<file path="config.mk">
export PLATFORM = sky130hd
export DESIGN_NAME = tpf_decode
export DESIGN_NICKNAME = d
export VERILOG_FILES = /design/src/sv/assert_macros.svh /design/src/sv/tpf_pkg.sv /design/src/sv/tpf_decode.sv
export SDC_FILE = /design/constraint.sdc
export NUM_CORES = 1
export LEC_CHECK = 0
export ABC_AREA = 1
export BUFFER_PORTS_ARGS = -buffer_cell sky130_fd_sc_hd__buf_4
export CORE_AREA = 2 2 41 58
export DETAILED_ROUTE_END_ITERATION = 16
export DIE_AREA = 0 0 43 60
export PLACE_DENSITY = 0.87
export SYNTH_ARGS = -nofsm -noshare
export SYNTH_HDL_FRONTEND = slang
export SYNTH_SLANG_ARGS = --single-unit
</file>
<file path="constraint.sdc">
create_clock -name vclk -period 1.65
set_clock_uncertainty 0.1 [all_clocks]
set_input_delay 0.33 -clock vclk [all_inputs]
set_output_delay 0.33 -clock vclk [all_outputs]
set_load 0.1 [all_outputs]
</file>
<file path="src/sv/assert_macros.svh">
`ifndef ASSERT_MACROS_SVH
`define ASSERT_MACROS_SVH

// checked on every clock edge once reset is released
`define TPF_ASSERT(label, prop, msg) \
  label: assert property (@(posedge clk) disable iff (!rst_n) (prop)) else $error(msg);

// checked on every clock edge, reset included
`define TPF_ASSERT_ALWAYS(label, prop, msg) \
  label: assert property (@(posedge clk) (prop)) else $error(msg);

`endif

</file>
<file path="src/sv/tpf_pkg.sv">
package tpf_pkg;

  localparam int TileBytes = 16384;
  localparam int TileWords = TileBytes / 2;
  localparam int TileWordW = $clog2(TileWords);
  localparam int TileAddrW = $clog2(TileBytes);
  // background and object palettes share one store, 64 bytes each
  localparam int PalBytes  = 128;
  localparam int PalWords  = PalBytes / 2;
  localparam int PalWordW  = $clog2(PalWords);
  localparam int PalAddrW  = $clog2(PalBytes);

  localparam int AttrBank  = 3;
  localparam int AttrXFlip = 5;
  localparam int AttrYFlip = 6;

  typedef enum logic [2:0] {
    CMD_WR_TILE    = 3'd0,
    CMD_WR_BG_PAL  = 3'd1,
    CMD_WR_OBJ_PAL = 3'd2,
    CMD_BG_PIXEL   = 3'd3,
    CMD_OBJ_PIXEL  = 3'd4
  } cmd_t;

  typedef struct packed {
    logic                 tile_we;
    logic                 pal_we;
    logic [TileAddrW-1:0] tile_addr;
    logic [PalAddrW-1:0]  pal_addr;
    logic [7:0]           data;
  } wr_t;

  typedef struct packed {
    logic                 valid;
    logic                 is_obj;
    logic                 force_zero;
    logic [2:0]           bit_sel;
    logic [2:0]           pal;
    logic [TileWordW-1:0] word;
  } req_t;

  // c * 255 / 31, truncated
  localparam logic [7:0] Expand5 [32] = '{
    8'd0,   8'd8,   8'd16,  8'd24,  8'd32,  8'd41,  8'd49,  8'd57,
    8'd65,  8'd74,  8'd82,  8'd90,  8'd98,  8'd106, 8'd115, 8'd123,
    8'd131, 8'd139, 8'd148, 8'd156, 8'd164, 8'd172, 8'd180, 8'd189,
    8'd197, 8'd205, 8'd213, 8'd222, 8'd230, 8'd238, 8'd246, 8'd255
  };

  function automatic logic [31:0] widen_rgb555(input logic [14:0] c);
    widen_rgb555 = {8'hff, Expand5[c[4:0]], Expand5[c[9:5]], Expand5[c[14:10]]};
  endfunction

endpackage

</file>
<file path="src/sv/tpf_decode.sv">
module tpf_decode (
  input  logic          [2:0]  cmd,
  input  logic          [55:0] fields,
  input  logic                 unsigned_tile_mode,
  output tpf_pkg::wr_t         wr,
  output tpf_pkg::req_t        req
);

  logic [13:0] write_address;
  logic [7:0]  write_data;
  logic [7:0]  tile_number;
  logic [7:0]  attrs;
  logic [7:0]  pixel_x;
  logic [7:0]  pixel_y;
  logic        tall_object;
  logic        cell_visible;

  logic [2:0]  x_flip;
  logic [2:0]  y_bg;
  logic [8:0]  bg_base;
  logic        obj_in_range;
  logic [3:0]  y_obj;
  logic [7:0]  obj_tile;

  assign write_address = fields[13:0];
  assign write_data    = fields[21:14];
  assign tile_number   = fields[29:22];
  assign attrs         = fields[37:30];
  assign pixel_x       = fields[45:38];
  assign pixel_y       = fields[53:46];
  assign tall_object   = fields[54];
  assign cell_visible  = fields[55];

  assign x_flip = pixel_x[2:0] ^ {3{attrs[tpf_pkg::AttrXFlip]}};
  assign y_bg   = pixel_y[2:0] ^ {3{attrs[tpf_pkg::AttrYFlip]}};

  // signed mode: 0x1000 + sext(tile) * 16, in units of 16 bytes
  assign bg_base = unsigned_tile_mode ? {1'b0, tile_number} : {~tile_number[7], tile_number};

  assign obj_in_range = (pixel_x[7:3] == 5'd0) &&
                        (tall_object ? (pixel_y[7:4] == 4'd0) : (pixel_y[7:3] == 5'd0));
  assign y_obj = tall_object ? (pixel_y[3:0] ^ {4{attrs[tpf_pkg::AttrYFlip]}})
                             : {1'b0, pixel_y[2:0] ^ {3{attrs[tpf_pkg::AttrYFlip]}}};
  // lower half of a tall object uses the odd tile
  assign obj_tile = tall_object ? {tile_number[7:1], y_obj[3]} : tile_number;

  always_comb begin
    wr            = '0;
    req           = '0;
    wr.tile_addr  = write_address;
    wr.data       = write_data;
    wr.pal_addr   = {tpf_pkg::cmd_t'(cmd) == tpf_pkg::CMD_WR_OBJ_PAL, write_address[5:0]};
    req.pal       = attrs[2:0];
    req.bit_sel   = ~x_flip;
    case (tpf_pkg::cmd_t'(cmd))
      tpf_pkg::CMD_WR_TILE: begin
        wr.tile_we = 1'b1;
      end
      tpf_pkg::CMD_WR_BG_PAL, tpf_pkg::CMD_WR_OBJ_PAL: begin
        wr.pal_we = (write_address[13:6] == 8'd0);
      end
      tpf_pkg::CMD_BG_PIXEL: begin
        req.valid      = 1'b1;
        req.force_zero = !cell_visible;
        req.word       = {attrs[tpf_pkg::AttrBank], bg_base, y_bg};
      end
      tpf_pkg::CMD_OBJ_PIXEL: begin
        req.valid      = 1'b1;
        req.is_obj     = 1'b1;
        req.force_zero = !obj_in_range;
        req.word       = {attrs[tpf_pkg::AttrBank], 1'b0, obj_tile, y_obj[2:0]};
      end
      default: begin
        req.valid = 1'b0;
      end
    endcase
  end

endmodule

</file>
==> results of run 1 <==
layer usage:
layer,GRT usage [%],share of wire [%],routed length (um)
met5,0,0,0
met4,6.926,4.9,100
met3,2.417,13,264
met2,33.12,59,1209
met1,14.47,23,466
per-stage QoR:
stage / setup WS [ps] / instances / cell area [um^2] / hold slack (ps) / util (%)
floorplan: -337.8 / 98 / 770.7 / 661.9 / -
CTS: 0.5839 / 165 / 1279 / 560.7 / 60.83
finish: 38.81 / 165 / 1299 / 560.1 / 61.79
global route: 2.661 / 165 / 1299 / 560.2 / 61.79
detailed placement: -235.1 / 165 / 1132 / 560.7 / 53.87
global placement: -211.6 / 165 / 1132 / 560.7 / 53.87
cell usage after synthesis:
library cell and count:
nand2_2 1, inv_2 1, nand3_2 2, inv_1 14, xor2_1 1, nand2_1 9
nand4_1 1, nor2_1 23, or2_2 1, buf_6 1, o21ai_0 1, buf_4 31
nand3_1 2, nor3_1 3, xnor2_1 6, and2_0 1
worst max path at each step:
stage	endpoint	depth (start not counted)
finish	req[19]	6
global route	req[5]	7
CTS	req[19]	6
detailed placement	req[0]	7
global placement	req[0]	7
floorplan	req[0]	6
timing repair:
item                                    in CTS  in global routing
endpoints found under the setup margin      15                 16
pin swaps                                    0                  4
resized for setup                           37                  9
hold endpoints to repair                     0                  0
kinds of logic after synthesis:
logic type,after synthesis
AND/OR/NAND/NOR,43
AO/OA/AOI/OAI,1
XOR/XNOR,7
buffers and inverters,47
power groups by stage:
stage               registers (mW)  logic [mW]  clock network [mW]
detailed placement               0       0.570                   0
CTS                              0       0.609                   0
finish                           0       0.615                   0
floorplan                        0       0.676                   0
global placement                 0       0.563                   0
global route                     0       0.638                   0
area by class of cell:
type	instances	share of cell area [%]
Timing Repair Buffer	77	55.39
Tap cell	22	2.119
Multi-Input combinational cell	51	37.48
Inverter	15	5.010
==> impl_metrics.tcl, run 1 <==
set metrics [dict create \
    p_comb_share_pct 100.0 \
    yosysTopAreaCell "buf_4" \
    critPathLaunch "cmd[2]" \
    dp_hpwl_mm 1.720 \
    period_share_pct 97.65 \
    grt.total_usage_pct 15.84 \
    power_frac_seq_pct 0 \
    powerDensity_mw_per_mm2 473.5 \
    vias_per_cell 4.430 \
    chipWidth_um 43 \
    timing.critical_path.buf_inv 3 \
    status "finished clean" \
    critical_path.max_fanout 3 \
    holdPathStages 0 \
    setup_viol 0 \
    core_area_mm2 0.002102 \
    endpoint_kind "output port" \
    clkPwrFrac_pct 0 \
    die_y_um 60 \
    finalPower_mw 0.6149 \
    slew_headroom_pct 79.76 \
    dr.pass1.iters 4 \
    yosysSeqAreaShare_pct 0 \
    yosysTopAreaCellShare_pct 41.80 \
    syn_inst 98 \
    syn_nets 158 \
    crit_type "in -> out" \
    worstHoldStart "fields[5]" \
    clock.fmax_mhz 620.7 \
    routed_wl_mm 2.041 \
    worstPathArrival_ps 1180 \
    sw_frac_of_total_pct 67.29 \
    layout-drive-gt1-share_pct 75.52 \
    final_cell_mix "buf_4, nor2_4, inv_1, buf_8, nor2_1" \
    gp_congestion 0.7058 \
    grt_pass1_vias 758 \
    nets 205 \
    ant_nets 0 \
    yosys.area_share.xor_xnor_pct 11.01 \
    maxSlewViolCount 0 \
    post_cts_buffers 0 \
    initial_core_util_pct 26.49 \
    final_common_cell "buf_4" \
    hold_violations 0 \
    cap_violations 0 \
    worst_ep_required_time_ps 1220 \
    total_leakage_power_nw 0.6270 \
    row_count 20 \
    grt_first_pass_wirelength_mm 3.263 \
    regArea_um2 0 \
    max_stage_delay_ps 280 \
    syn_area_um2 556.8 \
    ys_types 16 \
    route.detailed.drc 0 \
    power.net_switching_mw 0.4138 \
    synthAdderAreaFrac_pct 0 \
    clkbuf_count 0 \
    vias 731 \
    synth_top_family_by_area "buffers and inverters" \
    multi_input_area_um2 486.7 \
    synthSimpleGateAreaFrac_pct 34.16 \
    n_fill_cell 191 \
    io_pins 113 \
    syn_to_final_growth_pct 133.3 \
    peakVddDrop_v 0.0002037 \
    synth-compound-area-share_pct 0.8989 \
    grt_max_degree 12 \
    drt_iter0_drc 3 \
    whs_endpoint "wr[20]" \
    rsz0062_at_grt "false" \
    setup.worst_path.start_class "input port" \
    hold_buffers 0 \
    diodes 0 \
    seq_cell_count 0 \
    period_minus_slack_ps 1611 \
    wl_per_cell_um 12.37 \
    grt-ovfl-total 0 \
    portBuffers 71 \
    path_cells "buf_4, inv_2, nand3_4, or2_4, nand2_8, buf_8" \
    hold_path.class "in -> out" \
    antenna_found_initial 0 \
    syn-mean-instance-area_um2 5.681 \
    dieArea_mm2 0.002580 \
    tns_ps 0 \
    internal_power_mw 0.2011 \
    cpMaxStageDelayCell "or2_4" \
    yosysWarnings 0 \
    critPathTopFamily "simple AND/OR/NAND/NOR gates" \
    synth.mux.area_fraction_pct 0 \
    synthTopCellsByArea "buf_4, nor2_1, inv_1" \
    worst_pin_slew_ps 301.4 \
]
(Power assumes the default switching activity.)
==> run 2: changes to the inputs <==
--- a/config.mk
+++ b/config.mk
@@ -11,6 +11,7 @@
 export DETAILED_ROUTE_END_ITERATION = 16
 export DIE_AREA = 0 0 43 60
 export PLACE_DENSITY = 0.87
+export REMOVE_ABC_BUFFERS = 1
 export SYNTH_ARGS = -nofsm -noshare
 export SYNTH_HDL_FRONTEND = slang
 export SYNTH_SLANG_ARGS = --single-unit
==> run 2 against run 1 <==
Non-clock buffer count unchanged. Clock-buffer cell count unchanged. Utilization down 12 points. Critical path type unchanged. Largest power group unchanged. Routed wire length down 2.8%. Largest cell class unchanged.
==> impl_metrics.tcl, run 2 (synthesis gave the netlist of run 1 again) <==
set metrics [dict create \
    status "finished clean" \
    final_cells 165 \
    critPathLaunch "cmd[0]" \
    hold_buffers 0 \
    worstHoldStart "fields[30]" \
    worstPathArrival_ps 1200 \
    slew_headroom_pct 81.47 \
    final_common_cell "buf_4" \
    vias_per_cell 4.430 \
    period_share_pct 98.68 \
    n_fill_cell 212 \
    seq_cell_count 0 \
    worst_ep_required_time_ps 1220 \
    dp.cells 165 \
    drt_iter0_drc 1 \
    portBuffers 71 \
    design_area_mm2 0.001047 \
    grt.total_usage_pct 13.55 \
    regArea_um2 0 \
    endpoint_kind "output port" \
    grt_pass1_vias 602 \
    io_pins 113 \
    route.detailed.drc 0 \
    ant_nets 0 \
    hold_violations 0 \
    grt-ovfl-total 0 \
    setup_viol 0 \
    worst_slack_ps 21.72 \
    dieArea_mm2 0.002580 \
    total_leakage_power_nw 0.5882 \
    final_cell_mix "buf_4, nor2_1, inv_1" \
    antenna_found_initial 0 \
    clkbuf_count 0 \
    row_count 20 \
    timing.hold.ws_ps 561.0 \
    critical_path.max_fanout 11 \
    die_y_um 60 \
    post_cts_buffers 0 \
    crit_type "in -> out" \
    setup.worst_path.start_class "input port" \
    clock.fmax_mhz 614.1 \
    gp_congestion 0.6908 \
    rsz0062_at_grt "true" \
    hold_path.class "in -> out" \
    tns_ps 0 \
    routed_wl_mm 1.984 \
    powerDensity_mw_per_mm2 515.9 \
    initial_core_util_pct 26.49 \
    nets 205 \
    cap_violations 0 \
    placed_area_um2 918.4 \
    wl_per_cell_um 12.02 \
    layout-drive-gt1-share_pct 64.34 \
    maxSlewViolCount 0 \
    core_area_mm2 0.002102 \
    grt_first_pass_wirelength_mm 2.663 \
    chipWidth_um 43 \
    vias 731 \
    dr.pass1.iters 3 \
    dp_slack_ps -31.74 \
    period_minus_slack_ps 1628 \
    dp_hpwl_mm 1.720 \
    syn_to_final_growth_pct 88.09 \
    finalPower_mw 0.5403 \
    fin_util_pct 49.82 \
    peakVddDrop_v 0.0002062 \
    worst_pin_slew_ps 280.3 \
    diodes 0 \
    grt_max_degree 12 \
]
==> run 2: power by group <==
group / leakage [nW] / switching (mW) / total, mW / internal [mW]
Sequential: 0 / 0 / 0 / 0
Clock: 0 / 0 / 0 / 0
Combinational: 0.588 / 0.373 / 0.540 / 0.167
==> run 2: area by class of cell <==
cell class / instances / area [um^2] / area share (%)
multi-input cells: 51 / 286.5 / 27.36
repair buffers: 77 / 674.4 / 64.40
inverters: 15 / 58.81 / 5.615
well taps: 22 / 27.53 / 2.628
==> run 2: path summary, 6_finish.rpt <==
check / endpoint / slack [ps] / cells past startpoint
worst max-delay path: req[0] / 20 / 7
worst min-delay path: req[13] / 560 / 0
==> run 2: critical path, stage by stage <==
cell	delay [ps]
buf_4	130
inv_1	80
nand3_2	100
nand2_2	100
inv_4	80
nor2_1	130
buf_6	240
==> run 2: repair_timing <==
| action | CTS | global route |
|---|---|---|
| hold endpoints to repair | 0 | 0 |
| setup endpoints to repair | 8 | 15 |
| gates resized for setup | 8 | 30 |
==> run 2: layer usage <==
| metal | share of wire (%) | GRT usage [%] | wire length (um) |
|---|---|---|---|
| met3 | 24 | 13.29 | 481 |
| met5 | 0 | 8.889 | 0 |
| met4 | 0 | 0 | 0 |
| met1 | 28 | 12.25 | 562 |
| met2 | 47 | 22.51 | 940 |
