**src/sv/assert_macros.svh**
```systemverilog
`ifndef ASSERT_MACROS_SVH
`define ASSERT_MACROS_SVH

// checked on every clock edge once reset is released
`define TPF_ASSERT(label, prop, msg) \
  label: assert property (@(posedge clk) disable iff (!rst_n) (prop)) else $error(msg);

// checked on every clock edge, reset included
`define TPF_ASSERT_ALWAYS(label, prop, msg) \
  label: assert property (@(posedge clk) (prop)) else $error(msg);

`endif

```
**src/sv/tpf_ram.sv**
```systemverilog
module tpf_ram #(
  parameter int WIDTH = 8,
  parameter int DEPTH = 64
) (
  input  logic                     clk,
  input  logic                     we,
  input  logic [$clog2(DEPTH)-1:0] waddr,
  input  logic [WIDTH-1:0]         wdata,
  input  logic                     re,
  input  logic [$clog2(DEPTH)-1:0] raddr,
  output logic [WIDTH-1:0]         rdata
);

  logic [WIDTH-1:0] mem [DEPTH];

  // read returns the old contents when the same entry is written
  always_ff @(posedge clk) begin
    if (we) begin
      mem[waddr] <= wdata;
    end
    if (re) begin
      rdata <= mem[raddr];
    end
  end

endmodule

```
**config.mk**
```make
export PLATFORM = sky130hd
export DESIGN_NAME = tpf_ram
export DESIGN_NICKNAME = d
export VERILOG_FILES = /design/src/sv/assert_macros.svh /design/src/sv/tpf_ram.sv
export SDC_FILE = /design/constraint.sdc
export NUM_CORES = 1
export LEC_CHECK = 0
export BUFFER_PORTS_ARGS = -buffer_cell sky130_fd_sc_hd__buf_2
export CORE_MARGIN = 5
export CORE_UTILIZATION = 56
export DETAILED_ROUTE_END_ITERATION = 10
export PLACE_DENSITY = 0.75
export RECOVER_POWER = 25
export SETUP_SLACK_MARGIN = 0.2
export SLEW_MARGIN = 5
export SYNTH_ARGS = -nofsm -noshare
export SYNTH_HDL_FRONTEND = slang
export SYNTH_SLANG_ARGS = --single-unit
```
**constraint.sdc**
```tcl
create_clock -name clk -period 2 [get_ports clk]
set_input_delay 0.2 -clock clk [delete_from_list [all_inputs] [get_ports clk]]
set_output_delay 0.2 -clock clk [all_outputs]
set_load 0.01 [all_outputs]
```
==> insert_results.sql, run 1 <==
INSERT INTO impl_metrics (metric_group, metric, value, unit) VALUES
('worst_setup_path', 'worst-path-max-fanout', '1', ''),
('final_layout', 'drive_above_1_share', '0.347', ''),
('placement', 'placer_s_final_routability_congestion_estimate', '0.828', ''),
('final_layout', 'layout.core_utilization', '0.661', ''),
('grt', 'globalRoute.totalOverflow', '0', ''),
('logic_synthesis', 'synth_area', '0.0202', 'sq mm'),
('die', 'floorplan.die_area', '0.0401', 'sq mm'),
('final_layout', 'most-common-layout-cells', 'edfxtp_1, buf_4, mux4_2', ''),
('final_layout', 'nNetsFinal', '1140', ''),
('logic_synthesis', 'number_of_enable_flip_flop_cells_after_synthesis', '520', ''),
('logic_synthesis', 'synth_fa_ha_area_frac', '0', ''),
('sta', 'totalNegativeSetupSlack', '0', 'ps'),
('worst_setup_path', 'worstSetupPathType', 'flop to flop', ''),
('die', 'die_h', '200', 'microns'),
('clock_tree', 'htree_num_levels', '2', ''),
('clock_tree', 'clkTransAtPathRegs', '70', 'ps'),
('logic_synthesis', 'fraction_of_the_mapped_netlist_area_in_simple_logic_gates', '0.0337', ''),
('final_layout', 'instances_no_fill', '1615', ''),
('logic_synthesis', 'synth_top_family_by_area', 'multiplexers', ''),
('placement', 'preCtsSetupSlack', '-421', 'ps'),
('sta', 'fin_worst_skew', '14.9', 'ps'),
('sta', 'final_period_minus_worst_setup_slack', '1990', 'ps'),
('clock_tree', 'cts_root_buffer', 'clkbuf_16', ''),
('logic_synthesis', 'ys_async_sr_fraction', '0', ''),
('grt', 'grt_pass1_vias', '10500', ''),
('sta', 'timing.slew.headroom', '0.0231', ''),
('sta', 'maxSlewViolCount', '0', ''),
('power', 'p_leak', '7.68', 'nW'),
('worst_setup_path', 'setup_crit_end_kind', 'flop', ''),
('grt', 'groute.usage.overall', '0.222', ''),
('clock_tree', 'clock_tree.buffer_depth', '3', ''),
('placement', 'numPortBuffers', '30', ''),
('power', 'cellInternalPower', '18.0', 'mW'),
('die', 'initial_utilization', '0.568', ''),
('die', 'placement_rows', '69', ''),
('sta', 'tightestPinTransition', '1470', 'ps'),
('logic_synthesis', 'synth_seq_area_share', '0.771', ''),
('logic_synthesis', 'yosys.area_share.xor_xnor', '0', ''),
('clock_tree', 'clkLatencyLatePin', '550', 'ps'),
('grt', 'antenna_violations_before_repair', '3', ''),
('sta', 'post-route-period-util', '0.995', ''),
('clock_tree', 'tritoncts_clock_tree', 'done', ''),
('die', 'die_width', '200', 'microns'),
('power', 'relative_contribution_of_the_clock_network_to_total_power', '0.406', ''),
('grt', 'grt_start_max_net_pins', '65', ''),
('worst_setup_path', 'cp_data_arrival_time', '2290', 'ps'),
('final_layout', 'flow.area_growth_from_synthesis', '16.4', '%'),
('clock_tree', 'ctsHoldBuffers', '0', ''),
('route', 'via_per_inst', '6.29', ''),
('die', 'core-area', '0.0357', 'sq mm'),
('worst_setup_path', 'timing.critical_path.from_type', 'flop', ''),
('route', 'dr.pass1.iters', '5', ''),
('run', 'maxCapViolCount', '0', ''),
('route', 'drt_wl_total', '44500', 'microns'),
('run_status', 'run_status', 'complete, no violations', ''),
('sta', 'finalSetupViolations', '0', ''),
('logic_synthesis', 'synth_top_flop_cell', 'edfxtp_1', ''),
('grt', 'grt_pass1_wl', '66600', 'microns'),
('logic_synthesis', 'synth_fp_nets', '963', ''),
('die', 'io_pins', '31', ''),
('route', 'wl_per_cell', '27.6', 'microns'),
('power', 'ir_worst_vdd', '0.000647', 'V'),
('logic_synthesis', 'synth_cell_types', '39', ''),
('final_layout', 'fillers', '2223', ''),
('final_layout', 'layout.area.seq', '0.0156', 'sq mm'),
('power', 'total_switching_power', '4.51', 'mW'),
('route', 'via_count', '10200', ''),
('power', 'seqPwrFrac', '0.539', ''),
('logic_synthesis', 'ys_warn_count', '0', ''),
('clock_tree', 'total_cts_buffers', '49', ''),
('placement', 'hpwl', '28100', 'microns');
## state kept, by name, summed over array words and instances, names as in the netlist
name and cells:
mem 512, rdata 8
## kinds of logic (layout without fill, tap and decap cells)
logic type,after synthesis,in the layout
flops,520,520
mux,162,162
simple gates,153,153
compound gates,54,54
buf+inv,51,264
other cells,0,1
## routing by layer
layer | track usage | up-vias | wire, microns | part of all wire
met1 | 0.311 | 5224 | 17200 | 0.39
met2 | 0.352 | 538 | 21600 | 0.48
met4 | 0.0693 | 4 | 1550 | 0.035
li1 | - | 4293 | - | -
met5 | 0 | - | 24 | 0.00054
met3 | 0.0555 | 98 | 4160 | 0.093
## critical path: stages, from the launching register on
cell and delay, ps:
edfxtp_1 430, mux4_2 530, mux4_2 570, nor2_4 130
o32ai_1 90
## what timing repair did
| item | 4_1_cts | 5_1_grt |
|---|---|---|
| resized for setup | 15 | 3 |
| gates cloned | 0 | 0 |
| pin swaps | 1 | 0 |
| hold endpoints to repair | 0 | 0 |
| setup endpoints to repair | 8 | 8 |
## worst paths after layout
| kind | endpoint | cells after the start | from |
|---|---|---|---|
| max | rdata[6]$_DFFE_PP_ | 4 | mem[52][6]$_DFFE_PP_ |
| min | rdata[1]$_DFFE_PP_ | 1 | re |
| max reg2reg | rdata[6]$_DFFE_PP_ | 4 | mem[52][6]$_DFFE_PP_ |
| min reg2reg | rdata[7]$_DFFE_PP_ | 4 | mem[2][7]$_DFFE_PP_ |
## cell type report
cell class | count | share of cell area
repair buffers | 177 | 0.0601
clock buffers | 54 | 0.0528
diodes | 1 | 0.000106
multi-input cells | 369 | 0.186
clock inverters | 33 | 0.0142
well taps | 461 | 0.0245
flip-flops and latches | 520 | 0.662
## Yosys cell counts, drive strengths merged (8+ instances only)
cell type	n	share of area
mux2i	23	0.011
clkbuf	17	0.0032
nor2	83	0.015
edfxtp	520	0.77
nand2	19	0.0035
mux2	13	0.0072
o22ai	8	0.0025
buf	34	0.012
mux4	126	0.14
o221ai	8	0.0035
nand3	13	0.0032
nor2b	14	0.0043
## power groups by stage
stage,clock network [mW],registers [mW],logic [mW]
3_5_place_dp,0,12.3,1.22
6_report,9.13,12.1,1.24
4_1_cts,9.24,12.1,1.26
2_1_floorplan,0,12.3,0.652
5_1_grt,9.75,12.1,1.32
3_3_place_gp,0,12.3,1.19
## metrics by stage
stage / area (sq um) / total power [mW]
2_1_floorplan: 20300 / 13.0
4_1_cts: 23600 / 22.6
3_5_place_dp: 22000 / 13.6
5_1_grt: 23600 / 23.2
6_report: 23600 / 22.5
3_3_place_gp: 22000 / 13.5
(Power assumes the default switching activity.)
==> run 2, diff against run 1 <==
- CORE_UTILIZATION: 56 -> 59
- CTS_BUF_LIST: not set -> sky130_fd_sc_hd__clkbuf_8
- CTS_CLUSTER_SIZE: not set -> 30
- PLACE_DENSITY: 0.75 -> 0.78
==> insert_results.sql, run 2 (same netlist as run 1, synthesis figures left out) <==
INSERT INTO impl_metrics (metric_group, metric, value, unit) VALUES
('hold_path', 'hold_end', 'rdata[7]$_DFFE_PP_', ''),
('worst_setup_path', 'startpoint_of_the_lowest_slack_register_to_register_path', 'mem[21][4]$_DFFE_PP_', ''),
('route', 'drt_wl_total', '44600', 'microns'),
('sta', 'final_period_minus_worst_setup_slack', '1960', 'ps'),
('route', 'via_per_inst', '6.31', ''),
('clock_tree', 'number_of_setup_buffers_added_after_cts', '0', ''),
('worst_setup_path', 'reg2reg_to', 'rdata[4]$_DFFE_PP_', ''),
('die', 'initial_utilization', '0.601', ''),
('final_layout', 'most-common-layout-cells', 'edfxtp_1, buf_4, mux4_2', ''),
('die', 'core-area', '0.0337', 'sq mm'),
('clock_tree', 'clkLatencyLatePin', '600', 'ps'),
('final_layout', 'regMostFlops', 'mem', ''),
('clock_tree', 'htree_num_levels', '3', ''),
('hold_path', 'hp-start', 'raddr[5]', ''),
('worst_setup_path', 'register_to_register_path_depth', '5', ''),
('grt', 'antenna_violations_before_repair', '0', ''),
('power', 'p_leak', '7.73', 'nW'),
('clock_tree', 'clock_tree.buffer_depth', '3', ''),
('final_layout', 'drive_above_1_share', '0.351', ''),
('worst_setup_path', 'worst-endpoint-required', '2350', 'ps'),
('sta', 'maxSlewViolCount', '36', ''),
('sta', 'fin_worst_skew', '24.8', 'ps'),
('worst_setup_path', 'cp_data_arrival_time', '2310', 'ps'),
('hold_path', 'timing.hold.worst_path_depth', '5', ''),
('power', 'p_per_area', '897', 'mW/mm^2'),
('route', 'drt_iter0_drc', '1301', ''),
('worst_setup_path', 'worstSetupPathType', 'flop to flop', ''),
('clock_tree', 'total_cts_buffers', '78', ''),
('sta', 'tightestPinTransition', '1720', 'ps'),
('worst_setup_path', 'setup_crit_end_kind', 'flop', ''),
('die', 'die_width', '195', 'microns'),
('final_layout', 'layout.core_utilization', '0.697', ''),
('route', 'dr.pass1.iters', '5', ''),
('die', 'io_pins', '31', ''),
('route', 'wl_per_cell', '27.1', 'microns'),
('sta', 'finalSetupViolations', '0', ''),
('power', 'total_switching_power', '4.51', 'mW'),
('die', 'floorplan.die_area', '0.0381', 'sq mm'),
('route', 'via_count', '10400', ''),
('sta', 'grt_setup_unrepaired', 'yes', ''),
('placement', 'placer_s_final_routability_congestion_estimate', '0.838', ''),
('final_layout', 'antenna_cells_inserted', '0', ''),
('worst_setup_path', 'timing.critical_path.from_type', 'flop', ''),
('power', 'relative_contribution_of_the_clock_network_to_total_power', '0.363', ''),
('final_layout', 'flow.area_growth_from_synthesis', '15.9', '%'),
('route', 'remaining_drc_errors', '0', ''),
('run', 'maxCapViolCount', '1', ''),
('sta', 'max_clock_freq', '0.510', 'GHz'),
('final_layout', 'layout.area.seq', '0.0156', 'sq mm'),
('grt', 'groute.usage.overall', '0.238', ''),
('grt', 'grt_start_max_net_pins', '65', ''),
('die', 'placement_rows', '67', ''),
('sta', 'post-route-period-util', '0.980', ''),
('power', 'power.combinational.fraction', '0.061', ''),
('route', 'antenna_violating_nets_post_route', '0', ''),
('final_layout', 'largest_reg_flops', '512', ''),
('run_status', 'run_status', 'finished with violations', ''),
('grt', 'globalRoute.totalOverflow', '0', ''),
('final_layout', 'layout.cells.most_common', 'edfxtp_1', ''),
('clock_tree', 'cts.sink_count', '520', ''),
('sta', 'finalHoldViolations', '0', ''),
('run_status', 'failed_checks', 'capacitance limit, slew limit', ''),
('sta', 'timing.slew.headroom', '-0.143', ''),
('die', 'die_h', '195', 'microns'),
('hold_path', 'hp-class', 'primary input to flop', ''),
('final_layout', 'layout_top_registers', 'mem (512), rdata (8)', ''),
('clock_tree', 'tritoncts_clock_tree', 'done', ''),
('worst_setup_path', 'rrSetupSlack', '40', 'ps'),
('placement', 'numPortBuffers', '30', ''),
('power', 'power.switching_fraction', '0.214', ''),
('sta', 'fin_hold_ws', '197', 'ps'),
('power', 'totalPowerFinal', '21.0', 'mW'),
('worst_setup_path', 'worst-path-max-fanout', '1', ''),
('power', 'seqPwrFrac', '0.576', ''),
('final_layout', 'multi_input_comb_area', '0.00446', 'sq mm'),
('grt', 'grt_pass1_vias', '10800', ''),
('power', 'cellInternalPower', '16.5', 'mW'),
('clock_tree', 'cts_root_buffer', 'clkbuf_8', ''),
('final_layout', 'nNetsFinal', '1171', ''),
('grt', 'grt_pass1_wl', '67000', 'microns'),
('power', 'ir_worst_vdd', '0.000589', 'V'),
('final_layout', 'fillers', '2023', ''),
('placement', 'hpwl', '28200', 'microns'),
('clock_tree', 'clkTransAtPathRegs', '70', 'ps');
[run 2: cell types whose count changed in the layout (fill, tap and decap cells not counted), sizes merged, moves of 5 or more]
cell | previous run | this run
clkbuf | 61 | 90
inv | 0 | 28
bufinv | 7 | 1
clkinv | 24 | 19
[run 2: metrics by stage]
| stage | std cells | setup slack, ps | area (sq um) | TNS [ps] |
|---|---|---|---|---|
| floorplan | 940 | 115 | 20300 | 0 |
| global placement | 1515 | -355 | 22000 | -2140 |
| detailed placement | 1515 | -438 | 22000 | -2470 |
| CTS | 1649 | 18.6 | 23500 | 0 |
| global route | 1649 | -23.0 | 23500 | -29.1 |
| finish | 1649 | 39.5 | 23500 | 0 |
[run 2: worst max-delay path by stage]
stage                                     to                 start
after floorplan           rdata[7]$_DFFE_PP_              raddr[0]
after CTS                 rdata[4]$_DFFE_PP_  mem[55][4]$_DFFE_PP_
after global routing      rdata[4]$_DFFE_PP_  mem[48][4]$_DFFE_PP_
after detailed placement  rdata[4]$_DFFE_PP_              raddr[0]
final                     rdata[4]$_DFFE_PP_  mem[21][4]$_DFFE_PP_
after global placement    rdata[4]$_DFFE_PP_              raddr[0]
[run 2: cell type report]
class | instances | area share
clock buffers | 82 | 0.0481
clock inverters | 51 | 0.0100
multi-input cells | 369 | 0.190
flip-flops and latches | 520 | 0.665
well taps | 448 | 0.0239
repair buffers | 179 | 0.0628
[run 2: repair_timing]
| action | 4_1_cts | 5_1_grt |
|---|---|---|
| gates resized for setup | 23 | 9 |
| endpoints found under the hold margin | 8 | 0 |
| pin swaps | 6 | 5 |
| endpoints found under the setup margin | 8 | 8 |
| hold buffers | 1 | 0 |
[run 2: power by group through the flow]
stage,registers [mW],logic (mW),clock network [mW]
final,12.1,1.28,7.63
after global routing,12.1,1.36,8.35
after CTS,12.1,1.28,7.77
after detailed placement,12.3,1.24,0
after global placement,12.3,1.21,0
after floorplan,12.3,0.652,0
[run 2: critical path, cell delays in order (launching register included)]
cell      delay, ps
edfxtp_1        370
mux4_2          480
mux2_2          290
o221a_2         300
nor3_4          150
o32ai_2         110
[run 2: metal layers]
layer,global-route usage,vias to the layer above,routed length [microns]
met1,0.329,5333,16900
met5,0,-,0
met2,0.378,605,21800
met4,0.0796,0,1310
li1,-,4362,-
met3,0.0639,99,4620
==> run 3, diff against run 2 <==
- BUFFER_PORTS_ARGS: -buffer_cell sky130_fd_sc_hd__buf_2 -> -buffer_cell sky130_fd_sc_hd__clkbuf_2
- CORE_ASPECT_RATIO: not set -> 1.1
- CORE_UTILIZATION: 59 -> 65
- PLACE_DENSITY: 0.78 -> 0.82
- clock period: 2 -> 2.4 ns (I/O delays scaled with it)
==> insert_results.sql, run 3 (same netlist as run 1, synthesis figures left out) <==
INSERT INTO impl_metrics (metric_group, metric, value, unit) VALUES
('route', 'wl_per_cell', '27.4', 'microns'),
('route', 'antenna_violating_nets_post_route', '0', ''),
('final_layout', 'regMostFlops', 'mem', ''),
('route', 'dr.pass1.iters', '5', ''),
('sta', 'finalSetupViolations', '0', ''),
('clock_tree', 'cts_root_buffer', 'clkbuf_8', ''),
('final_layout', 'nNetsFinal', '1149', ''),
('grt', 'grt_pass1_vias', '10600', ''),
('route', 'drt_wl_total', '43700', 'microns'),
('worst_setup_path', 'setup_crit_end_kind', 'flop', ''),
('worst_setup_path', 'startpoint_of_the_lowest_slack_register_to_register_path', 'mem[54][7]$_DFFE_PP_', ''),
('placement', 'placer_s_final_routability_congestion_estimate', '0.870', ''),
('placement', 'post-place-cells', '1461', ''),
('die', 'io_pins', '31', ''),
('placement', 'hpwl', '27800', 'microns'),
('die', 'die_width', '178', 'microns'),
('clock_tree', 'clkTransAtPathRegs', '60', 'ps'),
('hold_path', 'hold_end', 'mem[48][2]$_DFFE_PP_', ''),
('clock_tree', 'clkLatencyLatePin', '590', 'ps'),
('power', 'p_per_area', '753', 'mW/mm^2'),
('die', 'initial_utilization', '0.662', ''),
('sta', 'post-route-worst-setup-slack', '239', 'ps'),
('power', 'p_leak', '7.54', 'nW'),
('final_layout', 'layout.cells.most_common', 'edfxtp_1', ''),
('worst_setup_path', 'rrSetupSlack', '240', 'ps'),
('clock_tree', 'clock_tree.buffer_depth', '3', ''),
('sta', 'timing.slew.headroom', '-0.299', ''),
('run_status', 'run_status', 'finished with violations', ''),
('run', 'maxCapViolCount', '3', ''),
('grt', 'globalRoute.totalOverflow', '0', ''),
('worst_setup_path', 'reg2reg_to', 'rdata[7]$_DFFE_PP_', ''),
('worst_setup_path', 'register_to_register_path_depth', '4', ''),
('clock_tree', 'cts.sink_count', '520', ''),
('die', 'die_h', '195', 'microns'),
('worst_setup_path', 'cp_data_arrival_time', '2470', 'ps'),
('route', 'drt_iter0_drc', '1303', ''),
('hold_path', 'hp-class', 'primary input to flop', ''),
('sta', 'fin_worst_skew', '24.5', 'ps'),
('final_layout', 'instances_no_fill', '1597', ''),
('sta', 'maxSlewViolCount', '119', ''),
('sta', 'tightestPinTransition', '1950', 'ps'),
('final_layout', 'layout_top_registers', 'mem (512), rdata (8)', ''),
('worst_setup_path', 'timing.critical_path.from_type', 'flop', ''),
('worst_setup_path', 'worstSetupPathType', 'flop to flop', ''),
('route', 'via_count', '10400', ''),
('final_layout', 'drive_above_1_share', '0.321', ''),
('worst_setup_path', 'worst-endpoint-required', '2710', 'ps'),
('clock_tree', 'number_of_setup_buffers_added_after_cts', '0', ''),
('grt', 'antenna_violations_before_repair', '0', ''),
('die', 'core-area', '0.0306', 'sq mm'),
('sta', 'final_period_minus_worst_setup_slack', '2160', 'ps'),
('hold_path', 'hp-start', 'waddr[2]', ''),
('hold_path', 'timing.hold.worst_path_depth', '2', ''),
('grt', 'groute.usage.overall', '0.260', ''),
('placement', 'numPortBuffers', '30', ''),
('run_status', 'failed_checks', 'capacitance limit, slew limit', ''),
('final_layout', 'flow.area_growth_from_synthesis', '13.5', '%'),
('sta', 'post-route-period-util', '0.900', ''),
('route', 'remaining_drc_errors', '0', ''),
('final_layout', 'fillers', '1619', ''),
('route', 'via_per_inst', '6.48', ''),
('sta', 'finalHoldViolations', '0', ''),
('clock_tree', 'total_cts_buffers', '76', ''),
('die', 'floorplan.die_area', '0.0348', 'sq mm'),
('final_layout', 'layout.core_utilization', '0.751', ''),
('placement', 'preCtsSetupSlack', '-2.63', 'ps'),
('final_layout', 'most-common-layout-cells', 'edfxtp_1, mux4_2, buf_4', ''),
('sta', 'max_clock_freq', '0.463', 'GHz'),
('final_layout', 'largest_reg_flops', '512', ''),
('grt', 'grt_start_max_net_pins', '65', ''),
('sta', 'grt_setup_unrepaired', 'no', ''),
('worst_setup_path', 'worst-path-max-fanout', '1', ''),
('die', 'placement_rows', '67', ''),
('grt', 'grt_pass1_wl', '65800', 'microns'),
('power', 'ir_worst_vdd', '0.000440', 'V'),
('clock_tree', 'htree_num_levels', '3', ''),
('clock_tree', 'tritoncts_clock_tree', 'done', '');
==> run 3: changes by cell type in the layout (fill, tap and decap cells not counted), moves of 4 or more <==
cell | previous run | this run
nor2_1 | 78 | 83
buf_12 | 16 | 7
nor2_2 | 5 | 0
clkinv_2 | 1 | 5
buf_2 | 22 | 0
mux2_2 | 9 | 13
clkinv_1 | 18 | 24
buf_4 | 132 | 120
mux2_4 | 4 | 0
clkbuf_2 | 2 | 25
==> run 3: worst max path at each step <==
stage / startpoint / end / slack [ps] / depth (start not counted)
finish: mem[54][7]$_DFFE_PP_ / rdata[7]$_DFFE_PP_ / 240 / 4
floorplan: raddr[1] / rdata[3]$_DFFE_PP_ / 350 / 7
detailed placement: raddr[0] / rdata[7]$_DFFE_PP_ / -3 / 6
CTS: mem[48][6]$_DFFE_PP_ / rdata[6]$_DFFE_PP_ / 270 / 5
global placement: raddr[0] / rdata[6]$_DFFE_PP_ / 30 / 7
global route: mem[54][7]$_DFFE_PP_ / rdata[7]$_DFFE_PP_ / 210 / 4
==> run 3: what timing repair did <==
item                                   CTS  global route
gates resized for setup                  0             0
endpoints found under the hold margin    1             0
hold buffers                             1             0
==> run 3: worst max-delay path: stages, from the launching register on <==
cell and delay [ps]:
edfxtp_1 380, mux4_2 490, mux4_2 470, o21ai_0 430, nand2_1 110
==> run 3: routing by layer <==
metal	part of all wire	track usage	wire [microns]	vias to the layer above
met1	0.37	0.364	16000	5288
li1	-	-	-	4313
met4	0.026	0.0759	1140	0
met2	0.51	0.424	22100	651
met5	0	0	0	-
met3	0.10	0.0574	4440	100
==> run 3: area by class of cell <==
class | count | area, sq um | area share
antenna | 1 | 2.50 | 0.000109
multi-input combinational | 369 | 4320 | 0.188
timing repair buffer | 159 | 1210 | 0.0526
sequential | 520 | 15600 | 0.679
clock buffer | 79 | 1090 | 0.0473
tap | 414 | 518 | 0.0225
clock inverter | 55 | 243 | 0.0106
==> run 3: power breakdown <==
| part | switching, mW | leakage (nW) | total [mW] | internal, mW |
|---|---|---|---|---|
| registers | 0.0272 | 4.69 | 10.1 | 10.1 |
| logic | 0.573 | 2.09 | 0.974 | 0.401 |
| clock network | 3.10 | 0.767 | 6.24 | 3.14 |
==> run 3: metrics by stage <==
step | instance area, sq um | hold WS (ps) | power [mW] | TNS [ps]
2_1_floorplan | 20200 | 339 | 10.8 | 0
3_3_place_gp | 21700 | 626 | 11.2 | 0
3_5_place_dp | 21700 | 625 | 11.3 | -2.63
4_1_cts | 23000 | 120 | 17.4 | 0
5_1_grt | 23000 | 152 | 18.0 | 0
6_report | 23000 | 150 | 17.3 | 0
